===== config.mk =====
export PLATFORM = sky130hd
export DESIGN_NAME = integer_to_ascii_formatter_core
export DESIGN_NICKNAME = d
export VERILOG_FILES = /design/src/rtl/itoaf_pkg.sv /design/src/rtl/itoaf_conv.sv /design/src/rtl/itoaf_emit.sv /design/src/rtl/integer_to_ascii_formatter_core.sv
export SDC_FILE = /design/constraint.sdc
export NUM_CORES = 1
export LEC_CHECK = 0
export ABC_AREA = 1
export BUFFER_PORTS_ARGS = -buffer_cell sky130_fd_sc_hd__buf_2
export CAP_MARGIN = 20
export CORE_ASPECT_RATIO = 0.9
export CORE_MARGIN = 2
export CORE_UTILIZATION = 57
export CTS_CLUSTER_DIAMETER = 50
export DETAILED_ROUTE_END_ITERATION = 8
export PLACE_DENSITY = 0.83
export SLEW_MARGIN = 25
export SYNTH_ARGS = -nofsm -noshare
export SYNTH_HDL_FRONTEND = slang
export SYNTH_SLANG_ARGS = --single-unit

===== constraint.sdc =====
create_clock -name clk -period 8.2 [get_ports clk]
set_clock_uncertainty 0.05 [all_clocks]
set_input_delay 2.05 -clock clk [delete_from_list [all_inputs] [get_ports clk]]
set_output_delay 2.05 -clock clk [all_outputs]
set_load 0.01 [all_outputs]

===== src/rtl/itoaf_pkg.sv =====
// Shared types, constants and helpers for the integer to ASCII formatter.
`timescale 1ns / 1ps

package itoaf_pkg;

    localparam int VAL_W     = 64;
    localparam int WIDTH_CAP = 64;
    localparam int NUM_BCD   = 20;
    localparam int BCD_W     = NUM_BCD * 4;
    localparam int CHAR_W    = 8;
    localparam int FW_W      = 7;
    localparam int MD_W      = 6;
    localparam int NDIG_W    = 5;

    localparam logic [CHAR_W-1:0] CH_SPACE   = 8'h20;
    localparam logic [CHAR_W-1:0] CH_PLUS    = 8'h2b;
    localparam logic [CHAR_W-1:0] CH_MINUS   = 8'h2d;
    localparam logic [CHAR_W-1:0] CH_ZERO    = 8'h30;
    localparam logic [CHAR_W-1:0] CH_UPPER_A = 8'h41;
    localparam logic [CHAR_W-1:0] CH_LOWER_A = 8'h61;

    typedef struct packed {
        logic              sign_on;
        logic [CHAR_W-1:0] sign_char;
        logic              uppercase;
        logic              zero_pad;
        logic              left_align;
        logic [FW_W-1:0]   field_width;
        logic              has_precision;
        logic [MD_W-1:0]   min_digits;
    } fmt_cfg_t;

    typedef enum logic [1:0] {
        T_IDLE,
        T_CONV,
        T_EMIT
    } top_state_t;

    typedef enum logic [1:0] {
        C_IDLE,
        C_SHIFT,
        C_SCAN
    } conv_state_t;

    typedef enum logic [1:0] {
        E_IDLE,
        E_PREP,
        E_EMIT
    } emit_state_t;

    function automatic logic [CHAR_W-1:0] digit_char(input logic [3:0] nib, input logic up);
        logic [CHAR_W-1:0] ch;
        begin
            if (nib < 4'd10)
            begin
                ch = CH_ZERO + {4'b0, nib};
            end
            else
            begin
                ch = (up ? CH_UPPER_A : CH_LOWER_A) + {4'b0, nib} - 8'd10;
            end
            return ch;
        end
    endfunction

endpackage


===== src/rtl/itoaf_conv.sv =====
// Digit converter: shift-add-3 binary to BCD, hex load, leading digit scan.
`timescale 1ns / 1ps

module itoaf_conv
    import itoaf_pkg::*;
(
    input  logic              clk,
    input  logic              rst_n,
    input  logic              go,
    input  logic              hex,
    input  logic [VAL_W-1:0]  mag,
    output logic              done,
    output logic [BCD_W-1:0]  digits,
    output logic [NDIG_W-1:0] ndig
);

    conv_state_t        state_reg, state_next;
    logic [VAL_W-1:0]   bin_reg;
    logic [BCD_W-1:0]   bcd_reg;
    logic [5:0]         cnt_reg;
    logic [NDIG_W-1:0]  idx_reg;
    logic [BCD_W-1:0]   bcd_adj;
    logic [3:0]         scan_nib;
    logic               scan_hit;

    always_comb
    begin
        for (int i = 0; i < NUM_BCD; i++)
        begin
            bcd_adj[i*4 +: 4] = (bcd_reg[i*4 +: 4] >= 4'd5) ?
                                (bcd_reg[i*4 +: 4] + 4'd3) : bcd_reg[i*4 +: 4];
        end
    end

    assign scan_nib = bcd_reg[idx_reg*4 +: 4];
    assign scan_hit = (scan_nib != 4'd0) || (idx_reg == '0);

    always_comb
    begin
        state_next = state_reg;
        unique case (state_reg)
            C_IDLE:
            begin
                if (go)
                begin
                    state_next = hex ? C_SCAN : C_SHIFT;
                end
            end
            C_SHIFT:
            begin
                if (cnt_reg == 6'(VAL_W - 1))
                begin
                    state_next = C_SCAN;
                end
            end
            C_SCAN:
            begin
                if (scan_hit)
                begin
                    state_next = C_IDLE;
                end
            end
            default: state_next = C_IDLE;
        endcase
    end

    always_comb
    begin
        done = (state_reg == C_SCAN) && scan_hit;
        ndig = idx_reg + NDIG_W'(1);
    end

    assign digits = bcd_reg;

    always_ff @(posedge clk or negedge rst_n)
    begin
        if (!rst_n)
        begin
            state_reg <= C_IDLE;
        end
        else
        begin
            state_reg <= state_next;
        end
    end

    always_ff @(posedge clk)
    begin
        unique case (state_reg)
            C_IDLE:
            begin
                cnt_reg <= '0;
                idx_reg <= NDIG_W'(NUM_BCD - 1);
                if (go)
                begin
                    bin_reg <= mag;
                    bcd_reg <= hex ? {{(BCD_W - VAL_W){1'b0}}, mag} : '0;
                end
            end
            C_SHIFT:
            begin
                bcd_reg <= {bcd_adj[BCD_W-2:0], bin_reg[VAL_W-1]};
                bin_reg <= {bin_reg[VAL_W-2:0], 1'b0};
                cnt_reg <= cnt_reg + 6'd1;
            end
            C_SCAN:
            begin
                if (!scan_hit)
                begin
                    idx_reg <= idx_reg - NDIG_W'(1);
                end
            end
            default:
            begin
                cnt_reg <= '0;
            end
        endcase
    end

endmodule


===== src/rtl/itoaf_emit.sv =====
// Character sequencer: padding, sign, precision zeros and digits, one per cycle.
`timescale 1ns / 1ps

module itoaf_emit
    import itoaf_pkg::*;
(
    input  logic              clk,
    input  logic              rst_n,
    input  logic              load,
    input  fmt_cfg_t          cfg,
    input  logic [BCD_W-1:0]  digits,
    input  logic [NDIG_W-1:0] ndig,
    output logic              strobe,
    output logic [CHAR_W-1:0] out_char,
    output logic              last_char
);

    emit_state_t        state_reg, state_next;
    fmt_cfg_t           cfg_reg;
    logic [NDIG_W-1:0]  ndig_reg;
    logic [MD_W-1:0]    nd_reg;
    logic [FW_W-1:0]    len_reg;
    logic [FW_W-1:0]    lead_reg;
    logic [FW_W-1:0]    zero_reg;
    logic [FW_W-1:0]    tail_reg;
    logic [NDIG_W-1:0]  dig_reg;
    logic               sign_reg;
    logic [FW_W-1:0]    tot_reg;

    logic [MD_W-1:0]    nd_calc;
    logic [FW_W-1:0]    pad;
    logic               zeros_mode;
    logic               use_lead, use_sign, use_zero, use_dig;
    logic [NDIG_W-1:0]  dig_idx;

    assign nd_calc = (cfg.has_precision && (cfg.min_digits > MD_W'(ndig))) ?
                     cfg.min_digits : MD_W'(ndig);
    assign pad = (cfg_reg.field_width > len_reg) ? (cfg_reg.field_width - len_reg) : '0;
    assign zeros_mode = cfg_reg.zero_pad && !cfg_reg.left_align;
    assign dig_idx = dig_reg - NDIG_W'(1);

    assign use_lead = (lead_reg != '0);
    assign use_sign = !use_lead && sign_reg;
    assign use_zero = !use_lead && !sign_reg && (zero_reg != '0);
    assign use_dig  = !use_lead && !sign_reg && (zero_reg == '0) && (dig_reg != '0);

    always_comb
    begin
        state_next = state_reg;
        unique case (state_reg)
            E_IDLE:
            begin
                if (load)
                begin
                    state_next = E_PREP;
                end
            end
            E_PREP:
            begin
                state_next = E_EMIT;
            end
            E_EMIT:
            begin
                if (tot_reg == FW_W'(1))
                begin
                    state_next = E_IDLE;
                end
            end
            default: state_next = E_IDLE;
        endcase
    end

    always_comb
    begin
        strobe    = (state_reg == E_EMIT);
        last_char = (state_reg == E_EMIT) && (tot_reg == FW_W'(1));
        priority if (use_lead)
        begin
            out_char = CH_SPACE;
        end
        else if (use_sign)
        begin
            out_char = cfg_reg.sign_char;
        end
        else if (use_zero)
        begin
            out_char = CH_ZERO;
        end
        else if (use_dig)
        begin
            out_char = digit_char(digits[dig_idx*4 +: 4], cfg_reg.uppercase);
        end
        else
        begin
            out_char = CH_SPACE;
        end
    end

    always_ff @(posedge clk or negedge rst_n)
    begin
        if (!rst_n)
        begin
            state_reg <= E_IDLE;
        end
        else
        begin
            state_reg <= state_next;
        end
    end

    always_ff @(posedge clk)
    begin
        unique case (state_reg)
            E_IDLE:
            begin
                if (load)
                begin
                    cfg_reg  <= cfg;
                    ndig_reg <= ndig;
                    nd_reg   <= nd_calc;
                    len_reg  <= FW_W'(nd_calc) + FW_W'(cfg.sign_on);
                end
            end
            E_PREP:
            begin
                lead_reg <= (!cfg_reg.left_align && !cfg_reg.zero_pad) ? pad : '0;
                zero_reg <= (zeros_mode ? pad : '0) + FW_W'(nd_reg - MD_W'(ndig_reg));
                tail_reg <= cfg_reg.left_align ? pad : '0;
                dig_reg  <= ndig_reg;
                sign_reg <= cfg_reg.sign_on;
                tot_reg  <= len_reg + pad;
            end
            E_EMIT:
            begin
                tot_reg <= tot_reg - FW_W'(1);
                priority if (use_lead)
                begin
                    lead_reg <= lead_reg - FW_W'(1);
                end
                else if (use_sign)
                begin
                    sign_reg <= 1'b0;
                end
                else if (use_zero)
                begin
                    zero_reg <= zero_reg - FW_W'(1);
                end
                else if (use_dig)
                begin
                    dig_reg <= dig_reg - NDIG_W'(1);
                end
                else
                begin
                    tail_reg <= tail_reg - FW_W'(1);
                end
            end
            default:
            begin
                sign_reg <= 1'b0;
            end
        endcase
    end

endmodule


===== src/rtl/integer_to_ascii_formatter_core.sv =====
// Top level of the integer to ASCII formatter.
`timescale 1ns / 1ps

// One transaction (start high while busy low) carries an integer and its
// printf-style settings; the block then stays busy and sends the formatted
// number as N characters on out_char, one per cycle with strobe high, the
// final one flagged by last_char. There is no backpressure: take every
// character in the cycle it is shown. While busy the block first runs the
// shift-add-3 unit (decimal only), then scans down to the top nonzero
// digit, passes through a setup state and then outputs the characters.
// busy drops the cycle after last_char.

module integer_to_ascii_formatter_core
    import itoaf_pkg::*;
(
    input  logic              clk,
    input  logic              rst_n,
    input  logic              start,
    output logic              busy,
    input  logic [63:0]       value,
    input  logic              wide_operand,
    input  logic              is_signed,
    input  logic              hex_base,
    input  logic              uppercase,
    input  logic [6:0]        field_width,
    input  logic              has_precision,
    input  logic [5:0]        min_digits,
    input  logic              zero_pad,
    input  logic              left_align,
    input  logic              plus_sign,
    input  logic              space_sign,
    output logic              strobe,
    output logic [7:0]        out_char,
    output logic              last_char
);

    top_state_t         state_reg, state_next;
    fmt_cfg_t           cfg_reg, cfg_next;
    logic               accept;
    logic [VAL_W-1:0]   ext_val;
    logic               neg;
    logic [VAL_W-1:0]   mag;
    logic               conv_done;
    logic [BCD_W-1:0]   conv_digits;
    logic [NDIG_W-1:0]  conv_ndig;

    assign accept = start && (state_reg == T_IDLE);

    always_comb
    begin
        if (wide_operand)
        begin
            ext_val = value;
        end
        else if (is_signed && value[31])
        begin
            ext_val = {32'hffff_ffff, value[31:0]};
        end
        else
        begin
            ext_val = {32'h0, value[31:0]};
        end
        neg = is_signed && ext_val[VAL_W-1];
        mag = neg ? (~ext_val + VAL_W'(1)) : ext_val;

        cfg_next.sign_on       = neg || (is_signed && (plus_sign || space_sign));
        cfg_next.sign_char     = neg ? CH_MINUS : (plus_sign ? CH_PLUS : CH_SPACE);
        cfg_next.uppercase     = uppercase;
        cfg_next.zero_pad      = zero_pad;
        cfg_next.left_align    = left_align;
        cfg_next.field_width   = (field_width > FW_W'(WIDTH_CAP)) ?
                                 FW_W'(WIDTH_CAP) : field_width;
        cfg_next.has_precision = has_precision;
        cfg_next.min_digits    = min_digits;
    end

    always_comb
    begin
        state_next = state_reg;
        unique case (state_reg)
            T_IDLE:
            begin
                if (start)
                begin
                    state_next = T_CONV;
                end
            end
            T_CONV:
            begin
                if (conv_done)
                begin
                    state_next = T_EMIT;
                end
            end
            T_EMIT:
            begin
                if (strobe && last_char)
                begin
                    state_next = T_IDLE;
                end
            end
            default: state_next = T_IDLE;
        endcase
    end

    always_comb
    begin
        busy = (state_reg != T_IDLE);
    end

    always_ff @(posedge clk or negedge rst_n)
    begin
        if (!rst_n)
        begin
            state_reg <= T_IDLE;
        end
        else
        begin
            state_reg <= state_next;
        end
    end

    always_ff @(posedge clk)
    begin
        if (accept)
        begin
            cfg_reg <= cfg_next;
        end
    end

    itoaf_conv u_conv (
        .clk    (clk),
        .rst_n  (rst_n),
        .go     (accept),
        .hex    (hex_base),
        .mag    (mag),
        .done   (conv_done),
        .digits (conv_digits),
        .ndig   (conv_ndig)
    );

    itoaf_emit u_emit (
        .clk       (clk),
        .rst_n     (rst_n),
        .load      (conv_done && (state_reg == T_CONV)),
        .cfg       (cfg_reg),
        .digits    (conv_digits),
        .ndig      (conv_ndig),
        .strobe    (strobe),
        .out_char  (out_char),
        .last_char (last_char)
    );

`ifndef SYNTHESIS
    a_strobe_busy: assert property (@(posedge clk) disable iff (!rst_n)
        strobe |-> busy)
        else $error("character strobe while idle");

    a_last_strobe: assert property (@(posedge clk) disable iff (!rst_n)
        last_char |-> strobe)
        else $error("last_char without strobe");

    a_last_idle: assert property (@(posedge clk) disable iff (!rst_n)
        (strobe && last_char) |=> !busy)
        else $error("busy held after final character");

    a_accept_busy: assert property (@(posedge clk) disable iff (!rst_n)
        (start && !busy) |=> (busy && !strobe))
        else $error("transaction accepted without going busy");
`endif

endmodule

==> impl_metrics.py, run 1 <==
metrics = {
    "final_layout": {
        "final_nets": 2475,
        "layout-drive-gt1-share_pct": 8.83,
        "final_area_sq_um": 18900,
        "fillers": 2590,
        "largest_reg_flops": 80,
        "antenna_cells": 0,
        "ff_latch_area_sq_um": 7210,
        "syn_to_final_growth_pct": 9.97,
        "multi_input_area_sq_um": 8480,
    },
    "clock_network": {
        "cts_tree": "yes",
        "cts_root_buffer": "clkbuf_16",
        "clk_pin_slew_worst_paths_ps": 60,
        "cts_resized": 0,
        "cts-htree-levels": 1,
        "numCtsBuffers": 30,
        "cts.sinks": 241,
        "cts_buffer_depth": 3,
        "post_cts_buffers": 0,
        "cts_hold_buf": 0,
        "insertion_delay_ps": 570,
    },
    "critical_path": {
        "cp_slowest_cell": "ha_1",
        "critPathMaxFanout": 53,
        "slowest_delay_ps": 850,
        "required_ps": 6100,
        "arrival_ps": 4620,
        "rr_worst_depth": 15,
        "r2r-start": "u_conv.idx_reg[0]",
        "cp_common_cell": "nand2_1",
        "path_buf_inv": 4,
        "setup.worst_path.end_class": "output port",
        "worst_path_dominant_cell_family": "buffers and inverters",
        "path_cells": "buf_4 -> inv_2 -> ha_1 -> inv_1 -> a21oi_1 -> o21ai_0 -> nand2_1 -> nand2_1 -> nor2_1 -> a21oi_2 -> ha_1 -> nand2_1 -> nand2_1 -> o21ai_0 -> nand2_1 -> buf_2",
        "r2r-end": "u_emit.len_reg[4]",
        "ff2ff_setup_slack_ps": 3700,
        "cp-start-kind": "flip-flop",
        "path_class": "flip-flop to output port",
    },
    "global_routing": {
        "grt_overflow": 0,
        "antenna_found_initial": 0,
        "grt_pass1_wl_um": 76700,
        "grt_usage_pct": 30.0,
        "grt_max_degree": 145,
        "grt_pass1_vias": 14800,
    },
    "yosys": {
        "avgSynthCellArea_sq_um": 7.69,
        "synthArstFlopShare_pct": 2.49,
        "ys_ff_latch": 241,
        "seq_area_frac_synth_pct": 42.0,
        "synth_ff_type": "edfxtp_1",
        "synth_edf_count": 235,
        "synth_nets": 2409,
        "netlist_area_sq_um": 17200,
        "yosys_warnings": 0,
        "syn_inst": 2231,
        "ys_types": 59,
    },
    "sta": {
        "relSlewSlack_pct": 35.5,
        "min_period_ps": 6720,
        "hold_viol": 0,
        "post-route-period-util_pct": 81.9,
        "worst_slew_pin_slew_ps": 968,
        "rsz0062_at_grt": "false",
        "slew_viol_final": 0,
        "tns_ps": 0,
        "fmax_mhz": 149,
        "finalSetupViolCount": 0,
    },
    "route": {
        "dr_total_vias": 15900,
        "dr.pass1.iters": 6,
        "ant_nets": 0,
        "top_layer": "met4",
        "initialDrtViolationCount": 1990,
        "wl_met2_um": 22100,
        "wirelength_um": 47800,
        "wl_per_cell_um": 17.5,
        "wl_met1_um": 20300,
        "drc": 0,
        "wl_met3_um": 4050,
        "viasPerCell": 5.82,
    },
    "placement": {
        "dp_hpwl_um": 35700,
        "io_buffers": 98,
        "gp_congestion": 0.965,
        "place_area_sq_um": 17900,
    },
    "die": {
        "die_w_um": 187,
        "die_h_um": 169,
        "die_area_sq_um": 31500,
        "num_rows": 60,
        "start_util_pct": 57.7,
        "io_pins": 100,
        "core_area_sq_um": 29700,
    },
    "pwr": {
        "peakVddDrop_uv": 178,
        "power_frac_seq_pct": 46.9,
        "power_w": 0.00288,
        "p_sw_w": 0.000710,
        "leakagePower_nw": 8.46,
        "powerDensity_nw_per_um2": 153,
        "power_frac_clock_pct": 45.0,
        "swShare_pct": 24.7,
        "internal_power_w": 0.00217,
        "p_comb_share_pct": 8.1,
    },
    "worst_hold_path": {
        "hold-path-cell-count": 0,
        "min_to": "u_emit.cfg_reg[18]",
        "min_path_type": "flip-flop to flip-flop",
        "hold_start": "cfg_reg[18]",
    },
    "job": {
        "cap_violations": 0,
    },
    "status": {
        "outcome": "complete, no violations",
    },
}
per-layer routing:
layer	track usage [%]	up-vias
met5	0	-
met4	9.70	0
met3	3.92	93
met2	49.5	734
met1	41.5	7402
li1	-	7626
worst max-delay path by stage:
stage	start	end	slack (ps)	cells past startpoint
finish	u_emit.dig_reg[0]	out_char[4]	1480	16
global route	u_emit.dig_reg[0]	out_char[4]	1130	16
CTS	u_emit.dig_reg[0]	out_char[4]	1530	16
detailed placement	u_emit.dig_reg[0]	out_char[4]	2170	16
global placement	u_emit.dig_reg[0]	out_char[4]	2360	16
floorplan	start	u_conv.bin_reg[0]	1240	4
stage by stage:
stage / instances / hold WS (ps) / utilization [%] / worst slack, ps
after CTS: 2724 / 372 / 63.4 / 1530
after detailed placement: 2668 / 355 / 60.1 / 2170
after global placement: 2668 / 353 / 60.1 / 2360
after floorplan: 2231 / 350 / - / 1240
after global routing: 2724 / 388 / 63.4 / 1130
final: 2724 / 371 / 63.4 / 1480
worst register-to-register path, cell delays in order (launching register included):
cell	delay [ps]
edfxtp_1	860
inv_1	570
ha_1	550
inv_1	70
ha_1	290
inv_1	50
o21bai_1	130
nand4_1	130
nand2_1	190
nand3_1	250
o21ai_0	320
ha_1	280
ha_1	210
nand2_1	80
nor2_1	120
xor2_1	70
cells by family (layout without fill, tap and decap cells):
logic type / count (synthesis) / in the layout / synth area share [%]
flip-flops: 241 / 241 / 42.0
XOR/XNOR: 53 / 53 / 2.90
AND/OR/NAND/NOR: 1117 / 1117 / 27.9
other: 1 / 1 / 0.0219
multiplexers: 1 / 1 / 0.0584
AO/OA/AOI/OAI: 359 / 359 / 11.7
adder cells (fa/ha/maj): 89 / 89 / 6.80
buffers and inverters: 370 / 460 / 8.63
power by group through the flow:
stage                     Sequential, W  Clock (W)  Combinational, W
after floorplan                 0.00138          0          0.000145
after global placement          0.00138          0          0.000221
after detailed placement        0.00138          0          0.000227
after CTS                       0.00135    0.00130          0.000228
after global routing            0.00135    0.00135          0.000258
final                           0.00135    0.00129          0.000233
layout by cell type, fill, tap and decap left out, types with 9 or more instances in the layout:
cell type and instances:
o211ai_1 11, nand3_1 216, inv_1 286, xnor2_1 9, a31oi_1 11, clkbuf_16 30, nand4_1 46, o21ai_1 20
ha_1 82, nor3_1 22, o32ai_1 13, edfxtp_1 235, a21oi_1 112, buf_2 98, o21ai_0 150, nand2_2 9
xor2_1 41, nand2_1 586, nor2_1 197
cells in the mapped netlist, types with 9 or more instances:
library cell	number	area (sq um)
nand2_1	586	2200
inv_1	286	1070
edfxtp_1	235	7060
nand3_1	216	1080
nor2_1	200	751
o21ai_0	151	756
a21oi_1	112	561
ha_1	82	1030
nand4_1	46	288
xor2_1	41	359
clkbuf_1	37	139
buf_2	24	120
nor3_1	22	110
o21ai_1	19	95.1
o32ai_1	13	114
a31oi_1	11	68.8
o211ai_1	11	82.6
nand2_2	9	56.3
xnor2_1	9	78.8
layout make-up:
cell class	count	area share, %
clock buffer	33	4.04
clock inverter	23	1.17
inverter	297	5.91
multi-input combinational	1620	45.0
sequential	241	38.2
tap	403	2.67
timing repair buffer	107	3.03
No activity file was read; power rests on OpenSTA's default activity.
==> inputs of run 2 (changes only) <==
- clock period: 8.2 -> 5.5 ns (I/O delays scaled with it)
==> run 2 against run 1 <==
Against the previous run: sequential cell count is the same; worst setup slack lost 950 ps; count of clock-buffer cells in the layout grew 2; worst hold slack is essentially flat; via count shrank 0.25%; register-to-register slack lost 2600 ps; die area is the same; first-iteration DRC count shrank 9.0%; critical path type unchanged; highest routed layer unchanged.
==> impl_metrics.py, run 2 (synthesis gave the netlist of run 1 again) <==
metrics = {
    "status": {
        "outcome": "complete, no violations",
    },
    "route": {
        "ant_nets": 0,
        "initialDrtViolationCount": 1811,
        "dr.pass1.iters": 6,
        "wl_per_cell_um": 17.5,
        "wirelength_um": 47800,
        "drc": 0,
        "dr_total_vias": 15800,
        "viasPerCell": 5.80,
    },
    "die": {
        "die_w_um": 187,
        "die_h_um": 169,
        "io_pins": 100,
        "core_area_sq_um": 29700,
        "num_rows": 60,
        "start_util_pct": 57.7,
        "die_area_sq_um": 31500,
    },
    "pwr": {
        "leakagePower_nw": 8.45,
        "powerDensity_nw_per_um2": 222,
        "power_w": 0.00418,
        "peakVddDrop_uv": 209,
    },
    "placement": {
        "place_area_sq_um": 17900,
        "placed_cells": 2672,
        "io_buffers": 98,
        "dp_hpwl_um": 35900,
        "gp_congestion": 0.965,
    },
    "critical_path": {
        "endpoint": "out_char[2]",
        "r2r-end": "u_emit.len_reg[4]",
        "ff2ff_setup_slack_ps": 1150,
        "setup.worst_path.end_class": "output port",
        "startpoint": "u_emit.dig_reg[0]",
        "r2r-start": "u_conv.idx_reg[0]",
        "rr_worst_depth": 15,
        "path_class": "flip-flop to output port",
        "arrival_ps": 3540,
        "required_ps": 4070,
        "cp-start-kind": "flip-flop",
        "critPathMaxFanout": 32,
    },
    "final_layout": {
        "syn_to_final_growth_pct": 9.79,
        "final_common_cell": "nand2_1",
        "final_area_sq_um": 18800,
        "final_nets": 2480,
        "antenna_cells": 0,
        "final_cells": 2728,
        "fillers": 2603,
        "largest_reg_flops": 80,
        "layout-drive-gt1-share_pct": 8.69,
        "mostFrequentLayoutCells": "nand2_1, inv_1, edfxtp_1",
    },
    "global_routing": {
        "grt_overflow": 0,
        "grt_util_met1_pct": 41.7,
        "grt_usage_pct": 30.2,
        "grt_pass1_wl_um": 77300,
        "grtUsageMet2_pct": 49.5,
        "top_usage_layer": "met2",
        "antenna_found_initial": 0,
        "grt_util_met3_pct": 4.71,
        "grt_pass1_vias": 14900,
        "grt_max_degree": 137,
    },
    "clock_network": {
        "cts_buffer_depth": 3,
        "clk_pin_slew_worst_paths_ps": 60,
        "cts-htree-levels": 1,
        "cts_tree": "yes",
        "cts.sinks": 241,
        "cts_hold_buf": 0,
        "post_cts_buffers": 0,
        "cts_root_buffer": "clkbuf_16",
        "cts_resized": 0,
        "numCtsBuffers": 30,
        "insertion_delay_ps": 570,
    },
    "job": {
        "cap_violations": 0,
    },
    "sta": {
        "worst_slew_pin_slew_ps": 991,
        "relSlewSlack_pct": 33.2,
        "fmax_mhz": 201,
        "rsz0062_at_grt": "false",
        "tns_ps": 0,
        "min_period_ps": 4960,
        "slew_viol_final": 0,
        "hold_viol": 0,
        "post-route-period-util_pct": 90.3,
        "finalSetupViolCount": 0,
    },
    "worst_hold_path": {
        "min_path_type": "flip-flop to flip-flop",
    },
}
[run 2: cell type report]
cell class / count / area, sq um / share of cell area [%]
Clock buffer: 35 / 769 / 4.09
Clock inverter: 20 / 139 / 0.738
Inverter: 297 / 1120 / 5.95
Multi-Input combinational cell: 1620 / 8480 / 45.0
Sequential cell: 241 / 7210 / 38.3
Tap cell: 403 / 504 / 2.68
Timing Repair Buffer: 111 / 601 / 3.19
Timing Repair inverter: 1 / 7.51 / 0.0399
[run 2: how the worst min path moves through the flow]
stage / from / endpoint / slack (ps) / depth (start not counted)
after global routing: cfg_reg[19] / u_emit.cfg_reg[19] / 370 / 0
after floorplan: cfg_reg[10] / u_emit.cfg_reg[10] / 350 / 0
after detailed placement: cfg_reg[8] / u_emit.cfg_reg[8] / 360 / 0
after CTS: cfg_reg[8] / u_emit.cfg_reg[8] / 370 / 0
after global placement: cfg_reg[13] / u_emit.cfg_reg[13] / 350 / 0
final: cfg_reg[8] / u_emit.cfg_reg[8] / 370 / 0
[run 2: through the flow]
| step | utilization [%] | setup slack (ps) | hold WS (ps) |
|---|---|---|---|
| final | 63.3 | 535 | 371 |
| after global routing | 63.3 | 269 | 373 |
| after CTS | 63.3 | 248 | 371 |
| after detailed placement | 60.2 | 861 | 357 |
| after global placement | 60.2 | 931 | 352 |
| after floorplan | - | 814 | 350 |
[run 2: layer usage]
layer / routed length, um / up-vias
met3: 4150 / 92
met5: 0 / -
met2: 22000 / 749
met1: 20200 / 7333
li1: - / 7642
met4: 1370 / 0
[run 2: worst max-delay path: stages, from the launching register on]
cell        delay, ps
edfxtp_1          430
inv_4             260
ha_1              190
buf_4             280
clkinvlp_4        280
a21oi_1           170
o21ai_0           100
nand3_1           110
nand3_1            90
nand3_1           100
nand2_1           110
inv_1             100
ha_1              170
nand2_1            80
o21ai_0           170
nand2_1           110
nand2_1           100
buf_2             130
[run 2: report_power, final]
part | total [W] | switching [W] | internal, W
Combinational | 0.000346 | 0.000238 | 0.000108
Sequential | 0.00201 | 0 | 0.00201
Clock | 0.00182 | 0.000803 | 0.00102
==> inputs of run 3 (changes only) <==
- PLACE_DENSITY: 0.83 -> 0.81
==> run 3 against run 2 <==
Against the previous run: worst hold slack improved by 2.2 ps; fmax fell by 0.71%; power down 0.66%; sequential share of layout area about the same; largest power group unchanged.
==> impl_metrics.py, run 3 (synthesis gave the netlist of run 1 again) <==
metrics = {
    "sta": {
        "min_period_ps": 5000,
        "fmax_mhz": 200,
        "fin_ws_ps": 500,
        "relSlewSlack_pct": 34.2,
        "finalSetupViolCount": 0,
        "worst_slew_pin_slew_ps": 976,
        "hold_viol": 0,
        "slew_viol_final": 0,
        "tns_ps": 0,
        "rsz0062_at_grt": "false",
        "post-route-period-util_pct": 90.9,
    },
    "critical_path": {
        "path_buf_inv": 4,
        "arrival_ps": 3580,
        "setup.worst_path.end_class": "output port",
        "critPathMaxFanout": 32,
        "required_ps": 4070,
        "path_cells": "inv_2 -> ha_1 -> inv_1 -> a21oi_1 -> o21ai_0 -> nand3_1 -> nand3_1 -> nand3_1 -> nand2_1 -> inv_1 -> ha_1 -> o21ai_1 -> nand2_1 -> nand2_1 -> buf_2",
        "path_class": "flip-flop to output port",
        "cp-start-kind": "flip-flop",
        "slowest_delay_ps": 440,
        "cp_slowest_cell": "inv_1",
        "worst_path_dominant_cell_family": "buffers and inverters",
    },
    "final_layout": {
        "multi_input_area_sq_um": 8480,
        "largest_reg_flops": 80,
        "final_common_cell": "nand2_1",
        "layout-drive-gt1-share_pct": 9.08,
        "mostFrequentLayoutCells": "nand2_1, inv_1, edfxtp_1",
        "ff_latch_area_sq_um": 7210,
        "fillers": 2602,
        "final_nets": 2481,
        "syn_to_final_growth_pct": 9.76,
        "antenna_cells": 0,
    },
    "route": {
        "viasPerCell": 5.78,
        "ant_nets": 0,
        "wirelength_um": 46900,
        "wl_per_cell_um": 17.2,
        "dr.pass1.iters": 5,
        "drc": 0,
        "dr_total_vias": 15800,
        "initialDrtViolationCount": 1735,
    },
    "clock_network": {
        "numCtsBuffers": 29,
        "cts_resized": 0,
        "cts_buffer_depth": 3,
        "clk_pin_slew_worst_paths_ps": 60,
        "insertion_delay_ps": 550,
        "cts.sinks": 241,
        "cts-htree-levels": 1,
        "cts_tree": "yes",
        "post_cts_buffers": 0,
        "cts_root_buffer": "clkbuf_16",
        "cts_hold_buf": 0,
    },
    "die": {
        "die_w_um": 187,
        "io_pins": 100,
        "num_rows": 60,
        "die_h_um": 169,
        "start_util_pct": 57.7,
        "core_area_sq_um": 29700,
        "die_area_sq_um": 31500,
    },
    "global_routing": {
        "grt_max_degree": 86,
        "grt_pass1_wl_um": 75400,
        "grt_usage_pct": 29.5,
        "grt_overflow": 0,
        "grtUsageMet2_pct": 46.8,
        "grt_util_met3_pct": 4.02,
        "grt_util_met1_pct": 41.7,
        "antenna_found_initial": 0,
        "top_usage_layer": "met2",
        "grt_pass1_vias": 14700,
    },
    "job": {
        "cap_violations": 0,
    },
    "placement": {
        "gp_congestion": 0.975,
        "dp_hpwl_um": 35100,
        "dp_slack_ps": 1090,
        "io_buffers": 98,
    },
    "status": {
        "outcome": "complete, no violations",
    },
    "pwr": {
        "leakagePower_nw": 8.46,
        "powerDensity_nw_per_um2": 221,
        "peakVddDrop_uv": 180,
    },
    "worst_hold_path": {
        "min_path_type": "flip-flop to flip-flop",
    },
}
run 3: changes by cell type in the layout (fill, tap and decap cells not counted), sizes merged:
cell    before  now
buf        111  114
inv        300  303
clkinv      16   14
clkbuf      35   30
run 3: stage by stage:
stage / total power [W] / std cells / hold slack, ps / util, % / instance area (sq um)
5_1_grt: 0.00428 / 2727 / 378 / 63.3 / 18800
3_5_place_dp: 0.00239 / 2675 / 360 / 60.3 / 17900
3_3_place_gp: 0.00238 / 2675 / 354 / 60.3 / 17900
2_1_floorplan: 0.00227 / 2231 / 350 / - / 17200
4_1_cts: 0.00417 / 2727 / 375 / 63.3 / 18800
6_report: 0.00415 / 2727 / 373 / 63.3 / 18800
run 3: per-layer routing:
metal  vias to the layer above  wire length (um)
met1                      7262             20600
met3                       103              3850
met2                       756             20800
met5                         -                 0
li1                       7651                 -
met4                         0              1650
run 3: path summary, 6_finish.rpt:
kind,cells past startpoint,end,slack [ps],startpoint
setup / recovery,15,out_char[1],500,u_emit.dig_reg[0]
hold / removal,0,u_emit.cfg_reg[14],370,cfg_reg[14]
setup reg to reg,21,u_emit.zero_reg[5],1080,u_emit.len_reg[2]
hold reg to reg,0,u_emit.cfg_reg[14],370,cfg_reg[14]
max in group asynchronous,1,u_conv.state_reg[0],4600,rst_n
min in group asynchronous,1,state_reg[1],620,rst_n
run 3: where the power goes:
part | total (W) | switching (W) | internal, W | leakage, nW
clock | 0.00179 | 0.000807 | 0.000988 | 0.445
sequential | 0.00201 | 0 | 0.00201 | 2.20
combinational | 0.000343 | 0.000236 | 0.000108 | 5.82
run 3: layout make-up:
class	count	area share [%]
inverter	297	5.92
multi-input combinational	1620	45.1
tap	403	2.68
clock inverter	22	0.877
sequential	241	38.3
timing repair buffer	114	3.31
clock buffer	30	3.88
